File: src/rtl/jfs_out_queue.sv
// ----------------------------------------------------------------------------
// Jacobi stencil result queue
// Two-entry output buffer that lets the stencil keep taking requests while a
// finished result waits to be taken downstream.
// ----------------------------------------------------------------------------
module jfs_out_queue #(
    parameter int DATA_BITS = 56
) (
    input  logic                 clk,
    input  logic                 rst_n,
    input  logic                 push,
    input  logic [DATA_BITS-1:0] push_data,
    output logic                 full,
    output logic                 pop_valid,
    input  logic                 pop_ready,
    output logic [DATA_BITS-1:0] pop_data
);

    logic [DATA_BITS-1:0] entry_mem [2];
    logic                 wr_ptr_reg;
    logic                 wr_ptr_next;
    logic                 rd_ptr_reg;
    logic                 rd_ptr_next;
    logic [1:0]           count_reg;
    logic [1:0]           count_next;
    logic                 pop;

    assign pop       = pop_valid && pop_ready;
    assign full      = (count_reg == 2'd2);
    assign pop_valid = (count_reg != 2'd0);
    assign pop_data  = entry_mem[rd_ptr_reg];

    always_comb
    begin
        wr_ptr_next = push ? !wr_ptr_reg : wr_ptr_reg;
        rd_ptr_next = pop ? !rd_ptr_reg : rd_ptr_reg;
        count_next  = count_reg;
        if (push && !pop)
        begin
            count_next = count_reg + 2'd1;
        end
        else if (pop && !push)
        begin
            count_next = count_reg - 2'd1;
        end
    end

    always_ff @(posedge clk)
    begin
        if (push)
        begin
            entry_mem[wr_ptr_reg] <= push_data;
        end
    end

    always_ff @(posedge clk or negedge rst_n)
    begin
        if (!rst_n)
        begin
            wr_ptr_reg <= 1'b0;
            rd_ptr_reg <= 1'b0;
            count_reg  <= 2'd0;
        end
        else
        begin
            wr_ptr_reg <= wr_ptr_next;
            rd_ptr_reg <= rd_ptr_next;
            count_reg  <= count_next;
        end
    end

endmodule

File: config.mk
export PLATFORM = sky130hd
export DESIGN_NAME = jfs_out_queue
export DESIGN_NICKNAME = d
export VERILOG_FILES = /design/src/rtl/jfs_out_queue.sv
export SDC_FILE = /design/constraint.sdc
export NUM_CORES = 1
export LEC_CHECK = 0
export ABC_AREA = 1
export BUFFER_PORTS_ARGS = -buffer_cell sky130_fd_sc_hd__buf_4
export CELL_PAD_IN_SITES_DETAIL_PLACEMENT = 0
export CELL_PAD_IN_SITES_GLOBAL_PLACEMENT = 1
export CORE_MARGIN = 4
export CORE_UTILIZATION = 40
export DETAILED_ROUTE_END_ITERATION = 12
export GPL_ROUTABILITY_DRIVEN = 0
export PLACE_DENSITY_LB_ADDON = 0.3
export SLEW_MARGIN = 25
export SYNTH_ARGS = -nofsm -noshare
export SYNTH_HDL_FRONTEND = slang
export SYNTH_SLANG_ARGS = --single-unit
File: constraint.sdc
create_clock -name clk -period 4.2 [get_ports clk]
set_input_delay 0.42 -clock clk [delete_from_list [all_inputs] [get_ports clk]]
set_output_delay 0.42 -clock clk [all_outputs]
set_load 0.03 [all_outputs]
## Yosys cells after proc, flatten, opt, wreduce, memory -nomap -nowiden

Memory sizes are Yosys's and may differ from the RTL's.
Cells that the tools add are included.
Widths: inputs -> output; s select.

| word-level totals | value |
|---|---|
| output and inout port bits | 58 |
| memories | 1 |
| bits of input ports | 60 |
| bits in writable memories | 112 |
| register bits after elaboration | 4 |

Memories:

| name | words | width | rd ports | clocked after memory_dff | write ports | RTL line | text |
|---|---|---|---|---|---|---|---|
| entry_mem | 2 | 56 | 1 | 0 | 1 | 19 | `logic [DATA_BITS-1:0] entry_mem [2];` |

| cells by class | value |
|---|---|
| reductions and logical operators | 9 |
| equal/unequal tests | 1 |
| add/subtract/negate cells | 2 |
| muxes and demuxes | 4 |

Operators with widths:

| cell | count |
|---|---|
| $logic_not 1->1 | 4 |
| $mux 2 | 2 |
| $reduce_bool 2->1 | 2 |
| $logic_and 1x1->1 | 3 |
| $add 2x1->2 const B | 1 |
| $eq 2x2->1 const B | 1 |
| $mux 1 | 2 |
| $sub 2x1->2 const B | 1 |

## Logic depth before layout (Yosys ltp)

| depth | value |
|---|---|
| word-level depth | 5 |
| mapped depth | 9 |
| gate-level depth less buffers | 9 |

## Least setup slack after synthesis

OpenSTA, ideal clock, no wires.

| path | value |
|---|---|
| kind | input-to-reg |
| start | input port push |
| end | memory entry_mem[0][0], enable pin |
| cell stages on the path | 2 |
| library setup time | 0.471 ns |
| slack | 0.918 ns |
| arrival | 2.810 ns |
| cell sequence | inv_1 -> nor2_1 |

| on the way | value |
|---|---|
| longest elaborated chain between the ends | 2 |

Ends and longest elaborated chain:

| item | RTL line | text |
|---|---|---|
| start, declared | 11 | `input logic push,` |
| $mux 1 | 50 | `if (push)` |
| $mux 1 (not written as such) | 52 | `entry_mem[wr_ptr_reg] <= push_data;` |
| end, declared | 19 |  |

No other way between the ends.

## Worst setup path after layout

| path | value |
|---|---|
| start | register rd_ptr_reg |
| end | output port pop_data[32] |

| on the way | value |
|---|---|
| longest elaborated chain between the ends | 1 |

Ends and longest elaborated chain:

| item | RTL line | text |
|---|---|---|
| start, declared | 22 | `logic rd_ptr_reg;` |
| start signal, assigned | 67 | `rd_ptr_reg <= rd_ptr_next;` |
| $mem_v2 2x56 | n/a |  |
| end, declared | 16 | `output logic [DATA_BITS-1:0] pop_data` |

No other way between the ends.

==> impl_metrics.env <==
export IMPL_yosysSeqAreaShare_pct=81.0
export IMPL_crit_required_ns=3.78
export IMPL_grt_max_degree=58
export IMPL_largest_reg_flops=112
export IMPL_status="finished clean"
export IMPL_row_count=37
export IMPL_area_delta_synth_final_pct=36.7
export IMPL_final_util_pct=56.4
export IMPL_synth_area_per_cell_um2=13.4
export IMPL_seqPwrFrac_pct=34.7
export IMPL_preCtsSetupSlack_ns=2.06
export IMPL_max_cap_violations=0
export IMPL_cts_tree="yes"
export IMPL_clk_latency_ns=0.50
export IMPL_fin_hold_ws_ns=0.100
export IMPL_cts_setup_buffers=0
export IMPL_cp_max_fo=57
export IMPL_first_pass_iters=4
export IMPL_tightestPinTransition_ns=0.857
export IMPL_yosysMostFrequentCell="nand2_1"
export IMPL_place_area_um2=5290
export IMPL_netlist_area_um2=4280
export IMPL_grtUsageTotal_pct=13.4
export IMPL_grt_util_met1_pct=15.5
export IMPL_htree_num_levels=4
export IMPL_core_area_um2=10400
export IMPL_antenna_found_initial=0
export IMPL_pin_count=118
export IMPL_ys_flop_type="edfxtp_1"
export IMPL_yosys_register_bits=116
export IMPL_power_density_nw_per_um2=789
export IMPL_setup_viol=0
export IMPL_fin_ws_ns=1.75
export IMPL_vias=2638
export IMPL_power_frac_comb_pct=37.4
export IMPL_ys_types=13
export IMPL_drtIter0Drc=121
export IMPL_critPathKind="reg2out"
export IMPL_async_flop_share_pct=3.45
export IMPL_remaining_drc_errors=0
export IMPL_grt_first_pass_wirelength_um=12800
export IMPL_synthTopCellsByArea="edfxtp_1 (79%), nand2_1 (16%), dfrtp_1 (2.3%)"
export IMPL_grt_busiest_layer="met2"
export IMPL_p_leak_nw=2.51
export IMPL_worst_ep_arrival_time_ns=2.03
export IMPL_period_minus_slack_ns=2.45
export IMPL_routedWlPerCell_um=13.6
export IMPL_syn_num_nets=381
export IMPL_grt_overflow=0
export IMPL_clkSinkCount=116
export IMPL_antenna_cells=0
export IMPL_grt_use_met2_pct=21.4
export IMPL_vdd_ir_drop_max_v=0.000476
export IMPL_slew_headroom_pct=42.7
export IMPL_numPortBuffers=117
export IMPL_p_int_mw=2.86
export IMPL_slew_viol_final=0
export IMPL_floorplan_initialDensity_pct=41.2
export IMPL_first_global_vias=2729
export IMPL_die_area_um2=12400
export IMPL_clock_root_buffer="clkbuf_8"
export IMPL_clkPwrFrac_pct=27.9
export IMPL_drive_gt1_share_pct=33.4
export IMPL_ant_nets=0
export IMPL_synth_top_cell_by_area="edfxtp_1"
export IMPL_nets=509
export IMPL_grt_use_met3_pct=7.93
export IMPL_cp_start_kind="register"
export IMPL_hold_buffers=1
export IMPL_die_h_um=111
export IMPL_clkTransAtPathRegs_ns=0.06
export IMPL_routed_wirelength_um=8100
export IMPL_cts_made_buffers=17
export IMPL_hold_viol_final=0
export IMPL_clockBufferDepth=2
export IMPL_netlist_area_leader_share_pct=78.7
export IMPL_hold_class="in2reg"
export IMPL_fmax_mhz=407
export IMPL_power_switching_mw=1.75
export IMPL_place_hpwl_um=5130
export IMPL_yosys_warnings=0
export IMPL_rsz0062_at_grt="no"
export IMPL_synth_edf_count=112
export IMPL_reg2reg_slack_ns=2.24
export IMPL_via_per_inst=4.42
export IMPL_cts_resized=0
export IMPL_finClkSkew_ns=0.00588
export IMPL_final_setup_tns_ns=0
export IMPL_die_w_um=111
export IMPL_switching_share_pct=37.9
export IMPL_synth_commonest_cells="nand2_1 (177), edfxtp_1 (112), buf_2 (9)"
export IMPL_worstSetupEndpointType="primary output"
export IMPL_fin_area_um2=5850
export IMPL_netlist_instances=320
export IMPL_min_period_over_period_pct=58.4
## metrics by stage
step	power [mW]	std cells
floorplan	2.73	320
global placement	3.35	564
detailed placement	3.38	564
CTS	4.67	597
global route	4.86	597
finish	4.61	597
## worst max-delay path, cell delays in order (launching register included)
cell and delay [ns]:
dfrtp_2 0.36, clkinv_2 0.61, nand2_1 0.23, nand2_1 0.11, buf_4 0.18
## power by group through the flow
stage | Sequential, mW | Clock (mW) | Combinational [mW]
final | 1.60 | 1.29 | 1.73
after global routing | 1.62 | 1.36 | 1.88
after CTS | 1.60 | 1.32 | 1.76
after detailed placement | 1.63 | 0 | 1.75
after global placement | 1.62 | 0 | 1.73
after floorplan | 1.62 | 0 | 1.11
## worst paths after layout
kind                                          startpoint                         end  cells past startpoint
min in group asynchronous                          rst_n      wr_ptr_reg$_DFFE_PN0P_                      2
worst min register to register  count_reg[1]$_DFFE_PN0P_    count_reg[1]$_DFFE_PN0P_                      2
worst max register to register    wr_ptr_reg$_DFFE_PN0P_  entry_mem[0][41]$_DFFE_PP_                      2
worst min-delay path                       push_data[29]  entry_mem[0][29]$_DFFE_PP_                      1
max in group asynchronous                          rst_n      rd_ptr_reg$_DFFE_PN0P_                      2
worst max-delay path              rd_ptr_reg$_DFFE_PN0P_                pop_data[32]                      4
## cell type report
| cell class | count | area, um2 |
|---|---|---|
| multi-input cells | 185 | 726 |
| inverters | 7 | 28.8 |
| clock inverters | 15 | 131 |
| repair buffers | 121 | 911 |
| clock buffers | 17 | 414 |
| fillers | 848 | 4520 |
| well taps | 136 | 170 |
| flip-flops and latches | 116 | 3460 |
## layout by cell type, fill, tap and decap left out, drive strengths merged
master	instances
edfxtp	112
nand3	2
clkbuf	17
nand4	1
dlygate4sd3	1
dfrtp	4
xor2	1
inv	9
nor2	2
ha	1
xnor2	1
bufinv	1
buf	120
nand2	177
clkinvlp	6
clkinv	6
## metal layers
| layer | routed length (um) | part of all wire (%) | up-vias |
|---|---|---|---|
| li1 | - | - | 1330 |
| met1 | 3430 | 42 | 1211 |
| met2 | 3900 | 48 | 90 |
| met3 | 709 | 8.8 | 7 |
| met4 | 57 | 0.70 | 0 |
| met5 | 0 | 0 | - |
## cell families (layout without fill, tap and decap cells)
group         after synthesis  in the layout  share of synthesized area, %
buf+inv                    19            160                          2.19
xor+xnor                    2              2                         0.410
flops                     116            116                          81.0
fa+ha+maj                   1              1                         0.293
simple gates              182            182                          16.1
Power figures use the tool's default switching activity.
